File: config.mk
export PLATFORM = sky130hd
export DESIGN_NAME = mmn_ctrl
export DESIGN_NICKNAME = d
export VERILOG_FILES = /design/src/sv/mmn_pkg.sv /design/src/sv/mmn_ctrl.sv
export SDC_FILE = /design/constraint.sdc
export NUM_CORES = 1
export LEC_CHECK = 0
export BUFFER_PORTS_ARGS = -buffer_cell sky130_fd_sc_hd__buf_2
export CELL_PAD_IN_SITES_DETAIL_PLACEMENT = 0
export CELL_PAD_IN_SITES_GLOBAL_PLACEMENT = 1
export CORE_AREA = 4 4 41 43
export DETAILED_ROUTE_END_ITERATION = 16
export DIE_AREA = 0 0 45 47
export GPL_TIMING_DRIVEN = 0
export PLACE_DENSITY = 0.73
export SYNTH_ARGS = -nofsm -noshare
export SYNTH_HDL_FRONTEND = slang
export SYNTH_SLANG_ARGS = --single-unit
File: constraint.sdc
create_clock -name clock -period 1.3 [get_ports clock]
set_clock_uncertainty 0.2 [all_clocks]
set_input_delay 0.13 -clock clock [delete_from_list [all_inputs] [get_ports clock]]
set_output_delay 0.13 -clock clock [all_outputs]
set_load 0.02 [all_outputs]
File: src/sv/mmn_pkg.sv
package mmn_pkg;

   // default store dimensions
   localparam int DEF_MAX_ROWS = 64;
   localparam int DEF_MAX_COLS = 64;

   // field widths
   localparam int DIM_W      = 7;
   localparam int PIX_W      = 8;
   localparam int NORM_W     = 16;
   localparam int CSR_IDX_W  = 2;
   localparam int CHANNELS   = 3;
   localparam int CH_W       = 2;

   // register reset values and min/max start values
   localparam logic [DIM_W-1:0] DIM_RESET = DIM_W'(64);
   localparam logic [PIX_W-1:0] PIX_MAX   = '1;
   localparam logic [PIX_W-1:0] PIX_MIN   = '0;

   // reciprocal: recip = ceil(2^RECIP_BITS / range), exact for 23-bit dividends
   localparam int RECIP_BITS = 31;
   localparam int RECIP_W    = RECIP_BITS + 1;
   localparam int STEP_W     = $clog2(RECIP_BITS + 1);
   localparam int FRAC_W     = 15;
   localparam int Q_SHIFT    = RECIP_BITS - FRAC_W;
   localparam int PROD_W     = PIX_W + RECIP_W;
   localparam int QUO_W      = PROD_W - Q_SHIFT;
   localparam int FULL_SCALE = 32768;
   localparam int HALF_SCALE = 16384;

   // register indexes
   typedef enum logic [CSR_IDX_W-1:0] {
      CSR_IMAGE_ROWS = 2'd0,
      CSR_IMAGE_COLS = 2'd1
   } csr_index_type;

   // beat kind on the request channel
   typedef enum logic {
      MODE_LOAD = 1'b0,
      MODE_EMIT = 1'b1
   } mode_type;

   // controller to datapath
   typedef struct packed {
      logic restart;
      logic load_en;
      logic recip_start;
      logic recip_step;
      logic emit_read;
      logic mult_en;
      logic out_load;
   } cmd_type;

   // datapath to controller
   typedef struct packed {
      logic load_full;
      logic recip_done;
      logic emit_last;
   } status_type;

endpackage

File: src/sv/mmn_ctrl.sv
module mmn_ctrl (
   input  logic                   clock,
   input  logic                   reset,
   input  logic                   req_valid,
   input  mmn_pkg::mode_type      req_mode,
   output logic                   req_ready,
   input  logic                   csr_valid,
   input  mmn_pkg::csr_index_type csr_index,
   output logic                   rsp_valid,
   input  logic                   rsp_ready,
   input  mmn_pkg::status_type    status,
   output mmn_pkg::cmd_type       cmd
);

   typedef enum logic [2:0] {
      ST_LOAD,
      ST_RECIP,
      ST_EMIT,
      ST_READ,
      ST_MULT
   } state_type;

   state_type state_ff, state_in;
   logic      rsp_valid_ff, rsp_valid_in;
   logic      req_fire;
   logic      csr_hit;
   logic      out_free;

   // handshake decode
   assign req_ready = (state_ff == ST_LOAD) || (state_ff == ST_EMIT);
   assign req_fire  = req_valid && req_ready;
   assign out_free  = !rsp_valid_ff || rsp_ready;

   always_comb begin
      csr_hit = 1'b0;
      if (csr_valid) begin
         unique case (csr_index)
            mmn_pkg::CSR_IMAGE_ROWS,
            mmn_pkg::CSR_IMAGE_COLS: csr_hit = 1'b1;
            default:                 csr_hit = 1'b0;
         endcase
      end
   end

   // datapath commands
   always_comb begin
      cmd             = '0;
      cmd.load_en     = (state_ff == ST_LOAD) && req_fire &&
                        (req_mode == mmn_pkg::MODE_LOAD) && !csr_hit;
      cmd.recip_start = cmd.load_en && status.load_full;
      cmd.recip_step  = (state_ff == ST_RECIP);
      cmd.emit_read   = (state_ff == ST_EMIT) && req_fire &&
                        (req_mode == mmn_pkg::MODE_EMIT) && !csr_hit;
      cmd.mult_en     = (state_ff == ST_READ);
      cmd.out_load    = (state_ff == ST_MULT) && out_free;
      cmd.restart     = csr_hit || (cmd.out_load && status.emit_last);
   end

   // next state
   always_comb begin
      state_in     = state_ff;
      rsp_valid_in = rsp_valid_ff;
      if (rsp_ready) begin
         rsp_valid_in = 1'b0;
      end
      if (cmd.out_load) begin
         rsp_valid_in = 1'b1;
      end
      unique case (state_ff)
         ST_LOAD: begin
            if (cmd.recip_start) begin
               state_in = ST_RECIP;
            end
         end
         ST_RECIP: begin
            if (status.recip_done) begin
               state_in = ST_EMIT;
            end
         end
         ST_EMIT: begin
            if (cmd.emit_read) begin
               state_in = ST_READ;
            end
         end
         ST_READ: begin
            state_in = ST_MULT;
         end
         ST_MULT: begin
            if (cmd.out_load) begin
               state_in = status.emit_last ? ST_LOAD : ST_EMIT;
            end
         end
         default: state_in = ST_LOAD;
      endcase
      if (csr_hit) begin
         state_in = ST_LOAD;
      end
   end

   // state and output valid
   always_ff @(posedge clock) begin
      if (reset) begin
         state_ff     <= ST_LOAD;
         rsp_valid_ff <= 1'b0;
      end else begin
         state_ff     <= state_in;
         rsp_valid_ff <= rsp_valid_in;
      end
   end

   assign rsp_valid = rsp_valid_ff;

endmodule

Word level (Yosys, flattened, before mapping)
Index checks and enable logic that the tools add are counted.

word-level totals
  memories kept = 0
  bits in latches = 0
  memory bits (writable) = 0
  memory bits (read-only) = 0
  input port bits = 11
  flip-flop bits (word level) = 4

operators by class
  bitwise gates (word level) = 1
  add/sub/neg operators = 0
  equal/unequal tests = 9
  reductions and logical operators = 21
  magnitude comparators = 0
  div/mod/pow operators = 0
  shift-type cells = 0
  mux-type cells = 10
  $mul = 0

operators with widths
  operator                                                               count
  3-bit one-hot mux with 5 select lines                                  1
  3-bit 2-to-1 mux                                                       4
  1-bit logical AND                                                      10
  2-bit != test, second input constant                                   4
  3-bit by 2-bit equality test with 1-bit output, second input constant  2
  1-bit 2-to-1 mux                                                       4
  4-bit AND reduction                                                    1
  2-bit OR reduction                                                     2
  3-bit by 1-bit equality test with 1-bit output, second input constant  1
  3-bit equality test, second input constant                             1
  3-bit logical NOT                                                      1
  1-bit logical OR                                                       3
  2-bit by 1-bit equality test with 1-bit output, second input constant  1
  1-bit logical NOT                                                      2
  2-bit logical NOT                                                      1
  2-bit 2-to-1 mux                                                       1
  2-bit nonzero test                                                     1
  1-bit inverter                                                         1

Logic depth before layout (Yosys ltp)
Gate-level depths: netlist of run 1.

  depth after elaboration = 9
  gate-level depth with buffers = 5
  depth with buffers taken out = 3

Worst setup path after synthesis of run 1
Ideal clock, no wire load.

  path type = flip-flop to output port
  start point = register state_ff[0]
  end point = output port cmd[4] (netlist bit)
  data required time = 0.970 ns
  data arrival time = 1.262 ns
  slack = -0.292 ns
  cell stages (with the launch flop) = 4
  path buffers = 0
  path through = dfxtp_1 inv_1 nand3_1 nor4_1

RTL lines
  what                    RTL line         RTL
  from (decl)             mmn_ctrl.sv:23   state_type state_ff, state_in;
  from (signal assigned)  mmn_ctrl.sv:106  state_ff <= state_in;
  to (decl)               mmn_ctrl.sv:12   output mmn_pkg::cmd_type cmd

==> flow_metrics.env, run 1 <==
export IMPL_cts_sinks=4
export IMPL_diodes=0
export IMPL_violations="negative hold slack, negative setup slack"
export IMPL_worst_slew_pin_slew_ns=0.1926
export IMPL_syn2layout_area_growth_pct=98.46
export IMPL_hold_path_class="primary input to flip-flop"
export IMPL_synthDistinctLibCells=23
export IMPL_cts_tree="done"
export IMPL_drv_cap=0
export IMPL_yosysMostFrequentCell="nor2_1"
export IMPL_start_util_pct=25.00
export IMPL_vias_per_cell=4.837
export IMPL_fin_nets=84
export IMPL_die_h_microns=47
export IMPL_cts_max_path_buffers=2
export IMPL_synth_edf_count=0
export IMPL_yosys_top_cells_area="dfxtp_1 (25%), buf_6 (6.9%), nor2_1 (6.9%)"
export IMPL_crit_chain="buf_8 > nor4_4 > buf_4"
export IMPL_grt_pass1_wl_mm=1.835
export IMPL_port_buffers=18
export IMPL_core_area_sq_mm=0.001301
export IMPL_synth_top_area_share_pct=24.62
export IMPL_die_w_microns=45
export IMPL_p_per_area_mw_per_mm2=595.7
export IMPL_ys_seq_area_share_pct=24.62
export IMPL_clkTransAtPathRegs_ns=0.05
export IMPL_antenna_found_initial=0
export IMPL_finalInstanceArea_sq_um=645.6
export IMPL_yosys_warnings=0
export IMPL_gp_congestion=0.6830
export IMPL_start_kind="flip-flop"
export IMPL_wl_met2_microns=475
export IMPL_highest_layer="met4"
export IMPL_r2r_start="state_ff[2]"
export IMPL_critPathRequiredTime_ns=0.97
export IMPL_placed_area_sq_um=465.4
export IMPL_hp_start="rsp_ready"
export IMPL_syn_area_per_cell_sq_um=7.934
export IMPL_synth_nets=52
export IMPL_grt_max_degree=11
export IMPL_syn_area_sq_um=325.3
export IMPL_drt_first_pass_iters=4
export IMPL_grtUsageTotal_pct=12.07
export IMPL_synthFlopType="dfxtp_1"
export IMPL_hold_viol_final=1
export IMPL_final_layout_size_suffix_gt1_share_pct=67.61
export IMPL_arrival_ns=1.16
export IMPL_antenna_left=0
export IMPL_period_share_pct=114.5
export IMPL_max_stage_delay_ns=0.35
export IMPL_met1_length_microns=400
export IMPL_holdWs_ns=-0.0001674
export IMPL_hpwl_microns=651
export IMPL_yosysTopAreaCell="dfxtp_1"
export IMPL_yosys_register_bits=4
export IMPL_crit_type="flip-flop to output port"
export IMPL_n_fill_cell=136
export IMPL_num_vias=416
export IMPL_grt_ovfl_total=0
export IMPL_synth_commonest_cells="nor2_1 (6), dfxtp_1 (4), nand2_1 (4)"
export IMPL_cts_root_buf="clkbuf_4"
export IMPL_fin_ws_ns=-0.1891
export IMPL_dieArea_sq_mm=0.002115
export IMPL_end_kind="output port"
export IMPL_ir_worst_vdd_v=0.0004700
export IMPL_cts_htree_levels=1
export IMPL_clock_latency_ns=0.25
export IMPL_worstPathMaxFanout=7
export IMPL_routedWlPerCell_microns=11.67
export IMPL_period_minus_slack_ns=1.489
export IMPL_finalSetupViolations=9
export IMPL_maxSlewHeadroom_pct=87.15
export IMPL_grt_pass1_vias=437
export IMPL_drtIter0Drc=6
export IMPL_wl_met3_microns=99
export IMPL_synthCells=41
export IMPL_drc=0
export IMPL_rsz0062_at_grt="true"
export IMPL_placementRows=13
export IMPL_cts_buffers=3
export IMPL_drt_wl_total_mm=1.004
export IMPL_status="finished with violations"
export IMPL_synth_async_reset_ratio_pct=0
export IMPL_crit_start="state_ff[2]"
export IMPL_cp_slowest_cell="dfxtp_4"
export IMPL_p_leak_nw=0.2851
export IMPL_io_pins=20
export IMPL_max_clock_freq_mhz=671.5
export IMPL_setup_tns_ns=-1.122
export IMPL_drv_slew=0
cell families after synthesis:
logic type | after synthesis | synth area share (%)
buffers and inverters | 5 | 11.54
and+or+nand+nor | 26 | 49.62
DFF | 4 | 24.62
AOI/OAI and AO/OA | 6 | 14.23
sequential cells by signal, indices dropped and copies added, names as in the netlist:
name / cells
state_ff: 3
rsp_valid: 1
final timing paths:
| kind | depth (start not counted) | to | slack [ns] |
|---|---|---|---|
| max | 3 | cmd[5] | -0.19 |
| min | 3 | rsp_valid | -0.0002 |
| max reg2reg | 5 | state_ff[0] | -0.02 |
| min reg2reg | 2 | rsp_valid | 0.41 |
final cells by class:
class	count	area (sq um)	area share, %
clock buffers	3	22.52	3.488
plain buffers	1	15.01	2.326
multi-input cells	32	262.8	40.70
repair buffers	29	226.5	35.08
well taps	15	18.77	2.907
inverters	2	10.01	1.550
flip-flops and latches	4	90.09	13.95
critical path: cells and delay by family, from the launching register on:
family | cells | cell delay [ns]
flip-flops | 1 | 0.35
buffers and inverters | 2 | 0.30
AND/OR/NAND/NOR | 1 | 0.25
power breakdown:
group / total [mW] / switching, mW / internal [mW]
clock: 0.170 / 0.0655 / 0.104
sequential: 0.124 / 0.00259 / 0.121
combinational: 0.0913 / 0.0432 / 0.0481
total: 0.385 / 0.111 / 0.273
repair_timing:
action	CTS	global route
setup endpoints to repair	8	10
hold endpoints to repair	4	0
resized for setup	24	5
pin swaps	8	6
hold buffers	4	0
setup buffers	7	1
placed cells by master (no fill, tap or decap), types with 2 or more instances in the layout:
cell / count
dfxtp_2: 2
nor2_2: 2
buf_6: 5
nor4_4: 2
a21oi_1: 3
nor2_1: 4
buf_2: 11
buf_8: 2
clkbuf_4: 3
buf_4: 8
nand2_1: 4
dfxtp_4: 2
dlygate4sd3_1: 4
metrics by stage:
step                instances  total power [mW]  util (%)  worst slack, ns
floorplan                  41            0.1652         -         -0.05621
global placement           74            0.1917     35.77          -0.1892
detailed placement         74            0.1917     35.77          -0.1862
CTS                        86            0.3854     48.65          -0.2371
global route               86            0.4096     49.62          -0.2446
finish                     86            0.3846     49.62          -0.1891
routing by layer:
| layer | track usage [%] | vias to the layer above |
|---|---|---|
| met2 | 18.36 | 19 |
| met4 | 5.263 | 0 |
| met3 | 6.897 | 7 |
| met5 | 0 | - |
| li1 | - | 203 |
| met1 | 13.80 | 187 |
(Power assumes the default switching activity.)
==> run 2: changes to the inputs <==
--- a/config.mk
+++ b/config.mk
@@ -8,9 +8,9 @@
 export BUFFER_PORTS_ARGS = -buffer_cell sky130_fd_sc_hd__buf_2
 export CELL_PAD_IN_SITES_DETAIL_PLACEMENT = 0
 export CELL_PAD_IN_SITES_GLOBAL_PLACEMENT = 1
-export CORE_AREA = 4 4 41 43
+export CORE_AREA = 2 2 39 41
 export DETAILED_ROUTE_END_ITERATION = 16
-export DIE_AREA = 0 0 45 47
+export DIE_AREA = 0 0 41 43
 export GPL_TIMING_DRIVEN = 0
 export PLACE_DENSITY = 0.73
 export SYNTH_ARGS = -nofsm -noshare
==> run 2 against run 1 <==
Against the previous run:
- the flow finishes with violations (negative setup slack)
- via count shrank 1.2%
- worst setup slack better by 0.025 ns
- sequential share of layout area fell by 0.79 points
- routed wire length down 3.5%
==> flow_metrics.env, run 2 (same netlist as run 1, synthesis figures left out) <==
export IMPL_status="finished with violations"
export IMPL_violations="negative setup slack"
export IMPL_grt_max_degree=11
export IMPL_regMostFlops="state_ff"
export IMPL_vias_per_cell=4.618
export IMPL_clkTransAtPathRegs_ns=0.04
export IMPL_worstPathMaxFanout=4
export IMPL_cts_root_buf="clkbuf_4"
export IMPL_grt_pass1_vias=429
export IMPL_antenna_found_initial=0
export IMPL_met1_length_microns=369
export IMPL_place_inst=75
export IMPL_hold_viol_final=0
export IMPL_syn2layout_area_growth_pct=110.4
export IMPL_end_kind="output port"
export IMPL_layout_commonest_cell="buf_2"
export IMPL_cts_sinks=4
export IMPL_drv_slew=0
export IMPL_gp_congestion=0.7260
export IMPL_p_leak_nw=0.2976
export IMPL_final_cells=89
export IMPL_r2r_slack_ns=0.01
export IMPL_largest_reg_flops=3
export IMPL_routedWlPerCell_microns=10.89
export IMPL_die_w_microns=41
export IMPL_max_stage_delay_ns=0.36
export IMPL_final_layout_size_suffix_gt1_share_pct=72.60
export IMPL_cp_top_family="simple AND/OR/NAND/NOR gates"
export IMPL_drv_cap=0
export IMPL_period_share_pct=112.6
export IMPL_cp_num_buf_inv=1
export IMPL_critPathRequiredTime_ns=0.97
export IMPL_endpoint="cmd[6]"
export IMPL_fin_ws_ns=-0.1638
export IMPL_final_cell_mix="buf_2 (11), buf_6 (9), buf_4 (8), nand2_1 (4)"
export IMPL_cts_buffers=3
export IMPL_cp_slowest_cell="dfxtp_4"
export IMPL_start_kind="flip-flop"
export IMPL_timing_rr_end="state_ff[1]"
export IMPL_die_h_microns=43
export IMPL_r2r_start="state_ff[0]"
export IMPL_cts_max_path_buffers=2
export IMPL_core_area_sq_mm=0.001384
export IMPL_port_buffers=18
export IMPL_io_pins=20
export IMPL_drt_wl_total_microns=969
export IMPL_total_power_mw=0.3736
export IMPL_period_minus_slack_ns=1.464
export IMPL_wl_met3_microns=65
export IMPL_max_clock_freq_mhz=683.2
export IMPL_placementRows=14
export IMPL_path_depth=4
export IMPL_crit_chain="nor3b_4 > nand3_1 > nand2_1 > buf_6"
export IMPL_fin_util_pct=49.46
export IMPL_dieArea_sq_mm=0.001763
export IMPL_reg2regPathDepth=4
export IMPL_fin_nets=86
export IMPL_diodes=0
export IMPL_grtUsageTotal_pct=14.34
export IMPL_drc=0
export IMPL_cts_htree_levels=1
export IMPL_grt_ovfl_total=0
export IMPL_arrival_ns=1.13
export IMPL_place_ws_ns=-0.2081
export IMPL_hold_path_class="primary input to flip-flop"
export IMPL_hpwl_microns=628
export IMPL_num_vias=411
export IMPL_drt_first_pass_iters=3
export IMPL_worst_slew_pin_slew_ns=0.2010
export IMPL_holdWs_ns=0.008162
export IMPL_finalSetupViolations=7
export IMPL_grt_pass1_wl_mm=1.718
export IMPL_wl_met2_microns=534
export IMPL_drtIter0Drc=9
export IMPL_start_util_pct=23.51
export IMPL_maxSlewHeadroom_pct=86.59
export IMPL_crit_start="state_ff[0]"
export IMPL_highest_layer="met3"
export IMPL_antenna_left=0
export IMPL_ir_worst_vdd_v=0.0001845
export IMPL_rsz0062_at_grt="true"
export IMPL_p_per_area_mw_per_mm2=545.8
export IMPL_clock_latency_ns=0.23
export IMPL_cts_tree="done"
export IMPL_crit_type="flip-flop to output port"
-- run 2: area by class of cell --
cell class | instances | area [sq um]
Tap cell | 16 | 20.02
Multi-Input combinational cell | 32 | 280.3
Sequential cell | 4 | 90.09
Inverter | 2 | 10.01
Clock buffer | 3 | 22.52
Timing Repair Buffer | 31 | 246.5
Buffer | 1 | 15.01
Fill cell | 147 | 699.4
-- run 2: worst reg2reg max path, cell delays in order (launching register included) --
cell	delay (ns)
dfxtp_4	0.36
nor3b_4	0.24
nand2_2	0.10
buf_6	0.12
o32ai_2	0.18
-- run 2: repair_timing --
item	in CTS	in global routing
hold buffers	3	0
pin swaps	7	7
setup endpoints to repair	9	9
buffers inserted	8	3
hold endpoints to repair	3	0
resized for setup	23	12
-- run 2: report_power, final --
group	internal, mW	total [mW]	switching [mW]
combinational	0.0549	0.103	0.0480
sequential	0.122	0.124	0.00259
clock	0.103	0.147	0.0437
total	0.279	0.374	0.0943
-- run 2: worst min-delay path by stage --
stage / start / end / slack (ns) / depth (start not counted)
after detailed placement: reset / rsp_valid / 0.12 / 2
after global placement: reset / rsp_valid / 0.12 / 2
final: rsp_ready / rsp_valid / 0.008 / 3
after CTS: rsp_ready / rsp_valid / -0.004 / 3
after global routing: rsp_ready / rsp_valid / 0.007 / 3
after floorplan: reset / rsp_valid / -0.008 / 1
-- run 2: layer usage --
layer,track usage (%),vias to the layer above
li1,-,208
met5,0,-
met2,23.75,15
met1,15.06,188
met3,5.759,0
met4,6.000,0
-- run 2: stage by stage --
stage | TNS, ns | area, sq um
5_1_grt | -1.462 | 684.4
2_1_floorplan | -0.1216 | 356.6
4_1_cts | -1.597 | 648.1
6_report | -0.9627 | 684.4
3_5_place_dp | -0.6796 | 466.7
3_3_place_gp | -0.6342 | 466.7
